`src/sv/sati_pkg.sv`:
```
// Package for the six-axis trapezoid motion interpolator.
// Types, constants and state encoding; no dependencies.
`default_nettype none
package sati_pkg;
  localparam int JOINTS = 6;
  localparam int SPEED_MIN_DEF = 1;
  localparam int SPEED_MAX_DEF = 200;
  localparam int FRAC_DEF = 16;
  localparam int MS_PER_SEC = 1000;
  localparam int BIG_JOINT_SPEED = 140;
  localparam logic [7:0] START_SPEED_RST = 8'd40;
  localparam logic [7:0] HOME_ANGLE = 8'd90;
  localparam logic [7:0] HOME_GRIP = 8'd73;
  localparam logic [9:0] BIG_DELAY = 10'(MS_PER_SEC / BIG_JOINT_SPEED);

  // input word modes
  localparam logic MODE_LOAD = 1'b0;
  localparam logic MODE_TICK = 1'b1;

  // divider slots: 0..5 joint increments, then ceiling and fast delays
  localparam logic [2:0] DIV_CEIL = 3'd6;
  localparam logic [2:0] DIV_FAST = 3'd7;

  typedef enum logic [2:0] {
    ST_IDLE, ST_DIV, ST_WAIT, ST_OUT
  } state_t;

  typedef struct packed {
    logic [JOINTS-1:0][7:0] angle;
  } angles_t;

  typedef struct packed {
    logic start_load;
    logic start_tick;
    logic div_go;
    logic div_store;
    logic [2:0] div_sel;
  } cmd_t;

  typedef struct packed {
    logic busy;
    logic zero;
    logic div_done;
  } stat_t;
endpackage
`default_nettype wire

```
`src/sv/sati_ctrl.sv`:
```
// Controller: sequences a word through load division or tick and holds output.
// Depends on sati_pkg.
`default_nettype none
module sati_ctrl (
  input  wire logic            clk,
  input  wire logic            rst,
  input  wire logic            in_valid,
  input  wire logic            in_mode,
  output logic                 in_ready,
  output logic                 out_valid,
  input  wire logic            out_ready,
  input  wire sati_pkg::stat_t stat,
  output sati_pkg::cmd_t       cmd
);
  import sati_pkg::*;
  state_t state, state_next;
  logic [2:0] sel, sel_next;

  always_ff @(posedge clk) begin
    if (rst) begin
      state <= ST_IDLE;
      sel <= '0;
    end else begin
      state <= state_next;
      sel <= sel_next;
    end
  end

  always_comb begin
    state_next = state;
    sel_next = sel;
    cmd = '0;
    in_ready = 1'b0;
    out_valid = 1'b0;
    cmd.div_sel = sel;
    case (state)
      ST_IDLE: begin
        in_ready = 1'b1;
        if (in_valid) begin
          if (in_mode == MODE_TICK) begin
            cmd.start_tick = 1'b1;
            state_next = ST_OUT;
          end else begin
            cmd.start_load = 1'b1;
            if (stat.busy || stat.zero) state_next = ST_OUT;
            else begin
              sel_next = '0;
              state_next = ST_DIV;
            end
          end
        end
      end
      // start one division
      ST_DIV: begin
        cmd.div_go = 1'b1;
        state_next = ST_WAIT;
      end
      // store the quotient, then the next slot or the output
      ST_WAIT: begin
        if (stat.div_done) begin
          cmd.div_store = 1'b1;
          if (sel == DIV_FAST) state_next = ST_OUT;
          else begin
            sel_next = sel + 3'd1;
            state_next = ST_DIV;
          end
        end
      end
      ST_OUT: begin
        out_valid = 1'b1;
        if (out_ready) state_next = ST_IDLE;
      end
      default: state_next = ST_IDLE;
    endcase
  end
endmodule
`default_nettype wire

```
`src/sv/sati_div.sv`:
```
// Restoring serial divider, one quotient bit per cycle.
// Depends on nothing.
`default_nettype none
module sati_div #(parameter int W = 24) (
  input  wire logic         clk,
  input  wire logic         rst,
  input  wire logic         go,
  input  wire logic [W-1:0] num,
  input  wire logic [9:0]   den,
  output logic [W-1:0]      quo,
  output logic              done
);
  localparam int CW = $clog2(W + 1);
  logic [W-1:0] q;
  logic [10:0]  r;
  logic [CW-1:0] cnt;
  logic [11:0]  trial;

  assign trial = {r, q[W-1]} - {2'b0, den};
  assign quo = q;

  // shift one numerator bit into the remainder per cycle
  always_ff @(posedge clk) begin
    if (rst) begin
      cnt <= '0;
      done <= 1'b0;
    end else if (go) begin
      q <= num;
      r <= '0;
      cnt <= CW'(W);
      done <= 1'b0;
    end else if (cnt != '0) begin
      cnt <= cnt - CW'(1);
      done <= (cnt == CW'(1));
      if (!trial[11]) begin
        r <= trial[10:0];
        q <= {q[W-2:0], 1'b1};
      end else begin
        r <= {r[9:0], q[W-1]};
        q <= {q[W-2:0], 1'b0};
      end
    end
  end
endmodule
`default_nettype wire

```
`src/sv/sati_dp.sv`:
```
// Datapath: joint state, load setup through a shared divider, tick update.
// Depends on sati_pkg and sati_div.
`default_nettype none
module sati_dp #(
  parameter int SPEED_MIN = sati_pkg::SPEED_MIN_DEF,
  parameter int SPEED_MAX = sati_pkg::SPEED_MAX_DEF,
  parameter int FRAC = sati_pkg::FRAC_DEF
) (
  input  wire logic             clk,
  input  wire logic             rst,
  input  wire sati_pkg::cmd_t   cmd,
  output sati_pkg::stat_t       stat,
  input  wire logic [7:0]       start_speed,
  input  wire logic [7:0]       speed,
  input  wire sati_pkg::angles_t targets,
  output sati_pkg::angles_t     angles,
  output logic [9:0]            delay_ms,
  output logic                  moving,
  output logic                  final_step
);
  import sati_pkg::*;
  localparam int AW = 8 + FRAC;
  localparam int IW = AW + 1;
  localparam int SW = $clog2(SPEED_MAX + 1);

  logic [7:0]    tgt [JOINTS];
  logic [AW-1:0] acc [JOINTS];
  logic [IW-1:0] inc [JOINTS];
  logic [8:0]    diff [JOINTS];
  logic [AW-1:0] nacc [JOINTS];
  logic [7:0]    steps, idx, turn;
  logic [9:0]    cur, flr, ceil;
  logic          decel;
  logic [SW-1:0] s, s0;
  logic [AW-1:0] dnum, dquo;
  logic [9:0]    dden;
  logic          ddone;
  logic          zero_move;
  logic [9:0]    dm1, dp1, nd;
  logic          dec_n, last;
  logic [9:0]    gap;
  logic [7:0]    mx;
  logic          big;

  function automatic logic [SW-1:0] clampw(input logic [7:0] v);
    if (32'(v) < SPEED_MIN) return SW'(SPEED_MIN);
    if (32'(v) > SPEED_MAX) return SW'(SPEED_MAX);
    return SW'(v);
  endfunction

  function automatic logic [7:0] mag9(input logic [8:0] d);
    return d[8] ? 8'(-d) : d[7:0];
  endfunction

  // status: busy move, load with no motion, divider finished
  always_comb begin
    zero_move = 1'b1;
    for (int j = 0; j < JOINTS; j++)
      if (targets.angle[j] != tgt[j]) zero_move = 1'b0;
    stat.busy = (steps != 8'd0);
    stat.zero = zero_move;
    stat.div_done = ddone;
  end

  // largest joint move and big-joint test on the latched differences
  always_comb begin
    mx = 8'd0;
    for (int j = 0; j < JOINTS; j++)
      if (mag9(diff[j]) > mx) mx = mag9(diff[j]);
    big = (11'd5 * 11'(mag9(diff[0])) > 11'd3 * 11'(mx)) ||
          (11'd5 * 11'(mag9(diff[1])) > 11'd3 * 11'(mx));
  end

  // divider operand select: 0..5 increments, then ceiling and fast delay
  always_comb begin
    dnum = AW'(MS_PER_SEC);
    dden = {2'b0, mx};
    case (cmd.div_sel)
      3'd0, 3'd1, 3'd2, 3'd3, 3'd4, 3'd5:
        dnum = {mag9(diff[cmd.div_sel]), FRAC'(0)};
      DIV_CEIL: begin
        dnum = AW'(MS_PER_SEC);
        dden = 10'((s0 < s) ? s0 : s);
      end
      default: begin
        dnum = AW'(MS_PER_SEC);
        dden = 10'(s);
      end
    endcase
  end

  sati_div #(.W(AW)) u_div (
    .clk(clk), .rst(rst), .go(cmd.div_go), .num(dnum), .den(dden),
    .quo(dquo), .done(ddone)
  );

  // tick arithmetic
  always_comb begin
    dec_n = decel | (idx == turn);
    dm1 = cur - 10'd1;
    dp1 = cur + 10'd1;
    nd = dec_n ? dp1 : dm1;
    if (nd < flr) nd = flr;
    if (nd > ceil) nd = ceil;
    last = (idx + 8'd1) >= steps;
    for (int j = 0; j < JOINTS; j++) nacc[j] = acc[j] + inc[j][AW-1:0];
  end

  // gap between the slow and fast delays, fast delay is the last quotient
  assign gap = ceil - dquo[9:0];

  always_ff @(posedge clk) begin
    if (rst) begin
      for (int j = 0; j < JOINTS; j++) begin
        tgt[j] <= (j == JOINTS - 1) ? HOME_GRIP : HOME_ANGLE;
        acc[j] <= {((j == JOINTS - 1) ? HOME_GRIP : HOME_ANGLE), FRAC'(0)};
        inc[j] <= '0;
        diff[j] <= '0;
      end
      steps <= '0; idx <= '0; turn <= '0;
      cur <= '0; flr <= '0; ceil <= '0; decel <= 1'b0;
      s <= '0; s0 <= '0;
      delay_ms <= '0; moving <= 1'b0; final_step <= 1'b0;
      angles <= '0;
    end else if (cmd.start_load) begin
      delay_ms <= '0;
      if (steps != 8'd0) begin
        // ignored while busy
        for (int j = 0; j < JOINTS; j++) angles.angle[j] <= acc[j][AW-1:FRAC];
        moving <= 1'b1; final_step <= 1'b0;
      end else if (zero_move) begin
        // zero-step load finishes at once
        for (int j = 0; j < JOINTS; j++) begin
          acc[j] <= {targets.angle[j], FRAC'(0)};
          angles.angle[j] <= targets.angle[j];
        end
        moving <= 1'b0; final_step <= 1'b1;
      end else begin
        for (int j = 0; j < JOINTS; j++) begin
          diff[j] <= {1'b0, targets.angle[j]} - {1'b0, tgt[j]};
          tgt[j] <= targets.angle[j];
        end
        s <= clampw(speed);
        s0 <= clampw(start_speed);
      end
    end else if (cmd.div_store) begin
      // collect quotients
      case (cmd.div_sel)
        3'd0, 3'd1, 3'd2, 3'd3, 3'd4, 3'd5:
          inc[cmd.div_sel] <= diff[cmd.div_sel][8] ? -{1'b0, dquo} : {1'b0, dquo};
        DIV_CEIL: ceil <= dquo[9:0];
        default: begin
          flr <= (big && BIG_DELAY > dquo[9:0]) ? BIG_DELAY : dquo[9:0];
          cur <= ceil;
          turn <= ({3'b0, mx} > {gap, 1'b0}) ? (mx - gap[7:0]) : (mx >> 1);
          steps <= mx; idx <= '0; decel <= 1'b0;
          for (int j = 0; j < JOINTS; j++) angles.angle[j] <= acc[j][AW-1:FRAC];
          moving <= 1'b1; final_step <= 1'b0; delay_ms <= '0;
        end
      endcase
    end else if (cmd.start_tick) begin
      if (steps == 8'd0) begin
        for (int j = 0; j < JOINTS; j++) angles.angle[j] <= tgt[j];
        delay_ms <= '0; moving <= 1'b0; final_step <= 1'b0;
      end else begin
        delay_ms <= cur;
        cur <= nd;
        decel <= dec_n;
        if (last) begin
          steps <= '0; idx <= '0;
          for (int j = 0; j < JOINTS; j++) begin
            acc[j] <= {tgt[j], FRAC'(0)};
            angles.angle[j] <= tgt[j];
          end
          moving <= 1'b0; final_step <= 1'b1;
        end else begin
          idx <= idx + 8'd1;
          for (int j = 0; j < JOINTS; j++) begin
            acc[j] <= nacc[j];
            angles.angle[j] <= nacc[j][AW-1:FRAC];
          end
          moving <= 1'b1; final_step <= 1'b0;
        end
      end
    end
  end
endmodule
`default_nettype wire

```
`src/sv/six_axis_trapezoid_motion_interpolator_unit.sv`:
```
// Six-axis trapezoid motion interpolator, top level.
// Channels: in (mode, speed, six targets) and out (six angles, delay, flags),
//   valid/ready; start_speed register written by cfg_we/cfg_data.
// Every input word yields exactly one output word, held until taken.
// Tick, busy load and zero-step load: output valid in the cycle after accept.
// Load from idle runs eight serial divisions (six increments, two delays)
// through one shared divider; each is a start, a shift of all 8+FRACTION_BITS
// numerator bits and a store, and the output is valid after the last one.
// Input is accepted only in idle, after the output word is taken,
// so a new word is never accepted while a previous output word is pending.
// Reset puts all joints at home (90, gripper 73), idle, start_speed 40.
// A stalled receiver holds the output word and blocks new input.
// Depends on sati_pkg, sati_ctrl, sati_dp, sati_div.
`default_nettype none
module six_axis_trapezoid_motion_interpolator_unit #(
  parameter int SPEED_MIN = sati_pkg::SPEED_MIN_DEF,
  parameter int SPEED_MAX = sati_pkg::SPEED_MAX_DEF,
  parameter int FRACTION_BITS = sati_pkg::FRAC_DEF
) (
  input wire logic       clk,
  input wire logic       rst,
  input wire logic       cfg_we,
  input wire logic [7:0] cfg_data,
  input wire logic       in_valid,
  output logic           in_ready,
  input wire logic       mode,
  input wire logic [7:0] speed,
  input wire logic [7:0] base_target,
  input wire logic [7:0] shoulder_target,
  input wire logic [7:0] elbow_target,
  input wire logic [7:0] wrist_rotation_target,
  input wire logic [7:0] wrist_target,
  input wire logic [7:0] gripper_target,
  output logic           out_valid,
  input wire logic       out_ready,
  output logic [7:0]     base_angle,
  output logic [7:0]     shoulder_angle,
  output logic [7:0]     elbow_angle,
  output logic [7:0]     wrist_rotation_angle,
  output logic [7:0]     wrist_angle,
  output logic [7:0]     gripper_angle,
  output logic [9:0]     delay_ms,
  output logic           moving,
  output logic           final_step
);
  import sati_pkg::*;
  logic [7:0] start_speed;
  cmd_t  cmd;
  stat_t stat;
  angles_t tg, an;

  always_ff @(posedge clk) begin
    if (rst) start_speed <= START_SPEED_RST;
    else if (cfg_we) start_speed <= cfg_data;
  end

  assign tg.angle[0] = base_target;
  assign tg.angle[1] = shoulder_target;
  assign tg.angle[2] = elbow_target;
  assign tg.angle[3] = wrist_rotation_target;
  assign tg.angle[4] = wrist_target;
  assign tg.angle[5] = gripper_target;
  assign base_angle = an.angle[0];
  assign shoulder_angle = an.angle[1];
  assign elbow_angle = an.angle[2];
  assign wrist_rotation_angle = an.angle[3];
  assign wrist_angle = an.angle[4];
  assign gripper_angle = an.angle[5];

  sati_ctrl u_ctrl (
    .clk(clk), .rst(rst), .in_valid(in_valid), .in_mode(mode),
    .in_ready(in_ready), .out_valid(out_valid), .out_ready(out_ready),
    .stat(stat), .cmd(cmd)
  );

  sati_dp #(.SPEED_MIN(SPEED_MIN), .SPEED_MAX(SPEED_MAX), .FRAC(FRACTION_BITS)) u_dp (
    .clk(clk), .rst(rst), .cmd(cmd), .stat(stat), .start_speed(start_speed),
    .speed(speed), .targets(tg), .angles(an), .delay_ms(delay_ms),
    .moving(moving), .final_step(final_step)
  );
endmodule
`default_nettype wire

```
`config.mk`:
```
export PLATFORM = sky130hd
export DESIGN_NAME = six_axis_trapezoid_motion_interpolator_unit
export DESIGN_NICKNAME = d
export VERILOG_FILES = /design/src/sv/sati_pkg.sv /design/src/sv/sati_ctrl.sv /design/src/sv/sati_div.sv /design/src/sv/sati_dp.sv /design/src/sv/six_axis_trapezoid_motion_interpolator_unit.sv
export SDC_FILE = /design/constraint.sdc
export NUM_CORES = 2
export LEC_CHECK = 0
export BUFFER_PORTS_ARGS = -buffer_cell sky130_fd_sc_hd__buf_2
export CAP_MARGIN = 25
export CORE_MARGIN = 4
export CORE_UTILIZATION = 40
export CTS_CLUSTER_DIAMETER = 100
export DETAILED_ROUTE_END_ITERATION = 8
export PLACE_DENSITY_LB_ADDON = 0.3
export SYNTH_ARGS = -nofsm -noshare
export SYNTH_HDL_FRONTEND = slang
export SYNTH_SLANG_ARGS = --single-unit
```
`constraint.sdc`:
```
create_clock -name clk -period 17 [get_ports clk]
set_input_delay 0.85 -clock clk [delete_from_list [all_inputs] [get_ports clk]]
set_output_delay 0.85 -clock clk [all_outputs]
set_load 0.05 [all_outputs]
```
After elaboration in Yosys (flattened, before gate mapping) --
Memory sizes are Yosys's and may differ from the RTL's. A register that Yosys moved wholly into a read port is not among the register bits. Index checks and enable logic that the tools add are counted.
Cells by class: bitwise logic cells 36, $mul 3, magnitude comparators 18, muxes and demuxes 194, reductions and logical operators 28, eq/ne operators 28, add/subtract/negate cells 28
Operators by type and width (number):
- $mux W24 | 21
- $mux W48 | 8
- $mux W8 | 39
- $add A24 B24 Y24 | 6
- $mux W10 | 12
- $mux W1 | 83
- $neg A8 Y8 | 7
- $mux W9 | 6
- $sub A8 B8 Y9 | 6
- $mux W25 | 2
- $ne A8 B8 Y1 | 6
- $gt A8 B8 Y1 | 5
- $mux W3 | 11
- $or A1 B1 Y1 | 31
- $neg A24 Y25 | 1
- $reduce_or A25 Y1 | 1
- $gt A11 B10 Y1 | 2
- $mul A3 B8 Y11 const A | 2
- $mux W11 | 2
- $pmux W10 S2 | 1
- $gt A8 B8 Y1 const B | 2
- $lt A8 B1 Y1 const B | 2
- $reduce_and A3 Y1 | 5
- $ne A2 B2 Y1 const B | 7
- 44 further kinds | 67
Storage, ports and cells: logic and storage cells 365, RAM bits 396, output and inout bits 62, memories kept 4, register bits 186
Memory list:
- u_dp.inc | depth 6, bits a word 25, read ports 6, clocked after memory_dff 0, wr ports 6, RTL line sati_dp.sv:28 | logic [IW-1:0] inc [JOINTS];
- u_dp.acc | depth 6, bits a word 24, read ports 6, clocked after memory_dff 0, wr ports 6, RTL line sati_dp.sv:27 | logic [AW-1:0] acc [JOINTS];
- u_dp.diff | depth 6, bits a word 9, read ports 7, clocked after memory_dff 1, wr ports 6, RTL line sati_dp.sv:29 | logic [8:0] diff [JOINTS];
- u_dp.tgt | depth 6, bits a word 8, read ports 6, clocked after memory_dff 0, wr ports 6, RTL line sati_dp.sv:26 | logic [7:0] tgt [JOINTS];

Longest topological paths before layout --
An unclocked memory read counts as a cell.
depth in word-level cells 20, mapped depth 67

Hierarchy --
From an unflattened synthesis, not the netlist that was laid out.
Second synthesis, totals: cells, all modules 4216, area total of the unflattened synthesis 38979.9 µm²
By module, submodules not included:
- sati_dp | seq. area each 14333.7 µm², instances 1, area each 36027.1 µm², cells each 3959
- sati_div | seq. area each 1171.1 µm², instances 1, area each 2347.3 µm², cells each 196
- sati_ctrl | seq. area each 100.1 µm², instances 1, area each 312.8 µm², cells each 35
- six_axis_trapezoid_motion_interpolator_unit | seq. area each 160.2 µm², instances 1, area each 292.8 µm², cells each 26

Worst setup path before layout --
OpenSTA, ideal clock, no wires.
kind register to register, from mem u_dp.diff[0][0], to reg u_dp.u_div.r[3], data pin, required time 16.734 ns, arrival 13.084 ns, cell stages (with the launch flop) 62, path buffers 4, slack 3.650 ns, cells stage by stage edfxtp_1 inv_1 ha_1 and2b_1 and3_1 o211a_1 a21boi_2 inv_2 ha_1 nor2b_1 o211ai_1 a21boi_0 o21ai_0 clkbuf_1 mux2i_1 ha_1 and3_4 a221o_1 (+26 left out) nor2_4 buf_6 nor2_1 a21oi_2 a222oi_1 ha_1 a21o_1 a21o_1 a21o_1 a21o_1 a21o_1 a21o_1 a21o_1 nor4_1 xnor2_1 clkbuf_1 mux2i_1 nor2_1
RTL lines:
- from (decl) | RTL line sati_dp.sv:29
- to (signal assigned) | RTL line sati_div.sv:36 | r <= trial[10:0];
- to (signal assigned) | RTL line sati_div.sv:39 | r <= {r[9:0], q[W-1]};
- to (decl) | RTL line sati_div.sv:15 | logic [10:0] r;

==> run_results.csv <==
group,metric,value,unit
yosys,ys_top_cells_by_area,"edfxtp_1 34%, ha_1 12%, dfxtp_1 8.1%",
worst_hold_path,min_path_cells,2,
drt,wl,118000,um
yosys,synth_edf_count,425,
setup_path,critPathMostFrequentCell,"a21o_1",
yosys,avgSynthCellArea,9.45,um2
setup_path,r2r_start,"u_dp.diff[0][0]$_SDFFCE_PN0P_",
floorplan,core,93300,um2
setup_path,cp-end-kind,"register",
placement,dp_hpwl,87100,um
timing,setup_violations,0,
clocking,clk_pin_slew,0.06,ns
timing,slew_viol_final,0,
flow_run,drv_cap,0,
setup_path,worst_r2r_path_depth,61,
power_and_ir_drop,leakage,17.3,nW
timing,final.period_utilization,84.5,%
final_layout,final_area,42100,um2
setup_path,slowest_delay,0.52,ns
drt,viasPerCell,5.73,
worst_hold_path,hold_end,"u_dp.angles[2]$_SDFFE_PP0P_",
placement,portBuffers,131,
timing,hold_violations,0,
setup_path,start_kind,"register",
floorplan,initial_core_util,40.3,%
placement,pre_cts_ws,2.64,ns
floorplan,dieWidth,315,um
yosys,syn-num-nets,4426,
clocking,cts_resized,0,
clocking,cts_inserted_buffers,69,
clocking,cts.sinks,578,
global_route,antenna_found_initial,14,
yosys,synthFlopType,"edfxtp_1",
final_layout,nFillCells,8959,
yosys,ys_seq_area_share,42.0,%
setup_path,path_buf_inv,4,
setup_path,cp.arrival,14.74,ns
worst_hold_path,min_path_type,"register to register",
drt,drtAntennaViolNets,0,
setup_path,worst-setup-path-type,"register to register",
timing,tns,0,ns
yosys,netlist-cell-type-count,101,
setup_path,crit_fanout,15,
drt,drc,0,
global_route,grt_pass1_vias,29234,
placement,gp_congestion,0.909,
clocking,cts_hold_buf,0,
clocking,htreeDepth,3,
yosys,async_flop_share,0,%
yosys,ys_ff_latch,578,
timing,fin_crit,14.37,ns
final_layout,syn_to_final_growth,11.8,%
timing,worst_clock_skew,0.0526,ns
timing,worst_slack,2.63,ns
setup_path,crit_path_top_delay_cell,"a222oi_1",
drt,wl_per_cell,21.9,um
final_layout,final_nets,4526,
power_and_ir_drop,ir_worst_vdd,291,uV
global_route,track_usage,23.3,%
setup_path,r2r_end,"u_dp.u_div.r[10]$_SDFFCE_PP0P_",
yosys,synth_warnings,0,
final_layout,final_util,45.1,%
clocking,clockRootBuffer,"clkbuf_16",
drt,drtPass1Iterations,9,
timing,rsz0062_at_grt,"no",
setup_path,ff2ff_setup_slack,2.63,ns
setup_path,cp.required,17.37,ns
yosys,syn_inst,3985,
placement,placed_area,39800,um2
drt,dr.first_iter.drc_count,3460,
drt,num_vias,30932,
yosys,synth_top_area_share,33.9,%
outcome,run_status,"complete, no violations",
setup_path,path_delay_family,"compound AO/OA/AOI/OAI gates",
clocking,clockBufferDepth,3,
timing,worst_slew_pin_slew,1.08,ns
timing,fmaxAchievable,69.6,MHz
global_route,grt_max_degree,79,
floorplan,dieArea,99100,um2
clocking,clk_latency,0.65,ns
clocking,postCtsSetupBuffers,0,
global_route,grt_pass1_wl,177000,um
floorplan,die_h,315,um
clocking,cts_tree,"done",
yosys,post-synth-top-area-cell,"edfxtp_1",
timing,relSlewSlack,26.8,%
global_route,grt-ovfl-total,0,
floorplan,io_pins,132,
final_layout,mostFrequentLayoutCell,"nor2_1",
power_and_ir_drop,power,8.05,mW
final_layout,drive_gt1_share,9.01,%
power_and_ir_drop,power_density,191,nW/um2
worst_hold_path,min-delay-start,"u_dp.angles[2]$_SDFFE_PP0P_",
yosys,netlist_area,37600,um2
floorplan,fp-row-count,112,
final_layout,layout_common_cells,"443 x nor2_1, 425 x edfxtp_1, 353 x ha_1, 319 x inv_1, 295 x a21oi_1",
sequential cells by signal, summed over array words and instances (netlist names), 10 cells and up, named ones only:
signal,count
u_dp.acc,144
u_dp.inc,144
u_dp.diff,54
u_dp.angles,48
u_dp.tgt,48
u_dp.u_div.quo,24
u_dp.u_div.r,11
u_dp.ceil,10
u_dp.cur,10
u_dp.delay_ms,10
u_dp.flr,10
worst max path at each step:
stage	startpoint	end	slack, ns	cells past startpoint
global route	u_dp.diff[0][0]$_SDFFCE_PN0P_	u_dp.u_div.r[9]$_SDFFCE_PP0P_	1.39	63
CTS	u_dp.diff[0][0]$_SDFFCE_PN0P_	u_dp.u_div.r[10]$_SDFFCE_PP0P_	2.62	61
finish	u_dp.diff[0][0]$_SDFFCE_PN0P_	u_dp.u_div.r[10]$_SDFFCE_PP0P_	2.63	61
detailed placement	u_dp.diff[0][0]$_SDFFCE_PN0P_	u_dp.u_div.r[10]$_SDFFCE_PP0P_	2.64	61
floorplan	u_dp.diff[0][0]$_SDFFCE_PN0P_	u_dp.u_div.r[3]$_SDFFCE_PP0P_	3.65	61
global placement	u_dp.diff[0][0]$_SDFFCE_PN0P_	u_dp.u_div.r[9]$_SDFFCE_PP0P_	3.11	61
layer usage:
layer | wire length (um) | GRT usage, % | vias to the layer above
li1 | - | - | 14554
met1 | 50800 | 32.3 | 14739
met2 | 51000 | 35.7 | 1369
met3 | 11800 | 5.13 | 266
met4 | 4690 | 8.57 | 4
met5 | 27 | 0 | -
worst register-to-register path, delay by kind of cell (launching register included):
kind | cells | cell delay [ns]
flops | 1 | 0.49
compound gates | 28 | 6.37
xor+xnor | 2 | 0.35
mux | 3 | 1.05
fa+ha+maj | 7 | 2.07
buf+inv | 4 | 0.56
simple gates | 17 | 3.24
through the flow:
stage / std cells / hold slack (ns)
2_1_floorplan: 3985 / 0.436
3_3_place_gp: 5265 / 0.441
3_5_place_dp: 5267 / 0.444
4_1_cts: 5392 / 0.428
5_1_grt: 5394 / 0.456
6_report: 5397 / 0.450
cells in the mapped netlist (15+ instances only):
cell	number
a31oi_1	28
nand3_1	36
a22o_1	15
o22ai_1	32
inv_1	320
a221oi_1	22
a22oi_1	40
edfxtp_1	425
o21ai_0	258
nor4_1	23
nand2_1	292
mux2_2	16
mux2i_1	47
o31ai_1	24
or3_1	40
xnor2_1	182
a222oi_1	16
a211oi_1	19
fa_1	18
nor2b_1	65
nand4_1	33
clkbuf_1	141
dfxtp_1	153
nor2_1	444
xor2_1	82
nand2b_1	58
or2_2	15
and3_1	54
a21oi_1	297
nor3_1	124
ha_1	353
a21boi_0	22
o21bai_1	17
a21o_1	76
and2_1	23
power breakdown:
group          internal (mW)  switching (mW)  leakage, nW  total, mW
Combinational           2.07            2.70         10.7       4.77
Clock                  0.883           0.618         1.10       1.50
Sequential              1.66           0.108         5.48       1.77
final cells by class:
class	instances	area (um2)	share of cell area (%)
repair buffers	186	1100	2.62
multi-input cells	2927	20100	47.8
clock buffers	92	1910	4.53
diodes	4	10.0	0.0238
well taps	1254	1570	3.73
inverters	323	1210	2.89
flip-flops and latches	578	15800	37.6
clock inverters	33	347	0.824
logic make-up (layout without fill, tap and decap cells):
family,Yosys count,after routing,synth area share (%)
simple gates,1234,1234,15.2
compound gates,979,979,16.5
flops,578,578,42.0
buf+inv,480,634,4.83
fa+ha+maj,373,373,12.7
xor+xnor,269,269,6.43
mux,72,72,2.27
other cells,0,4,0
Note: power is estimated with default switching activity, not from simulation.
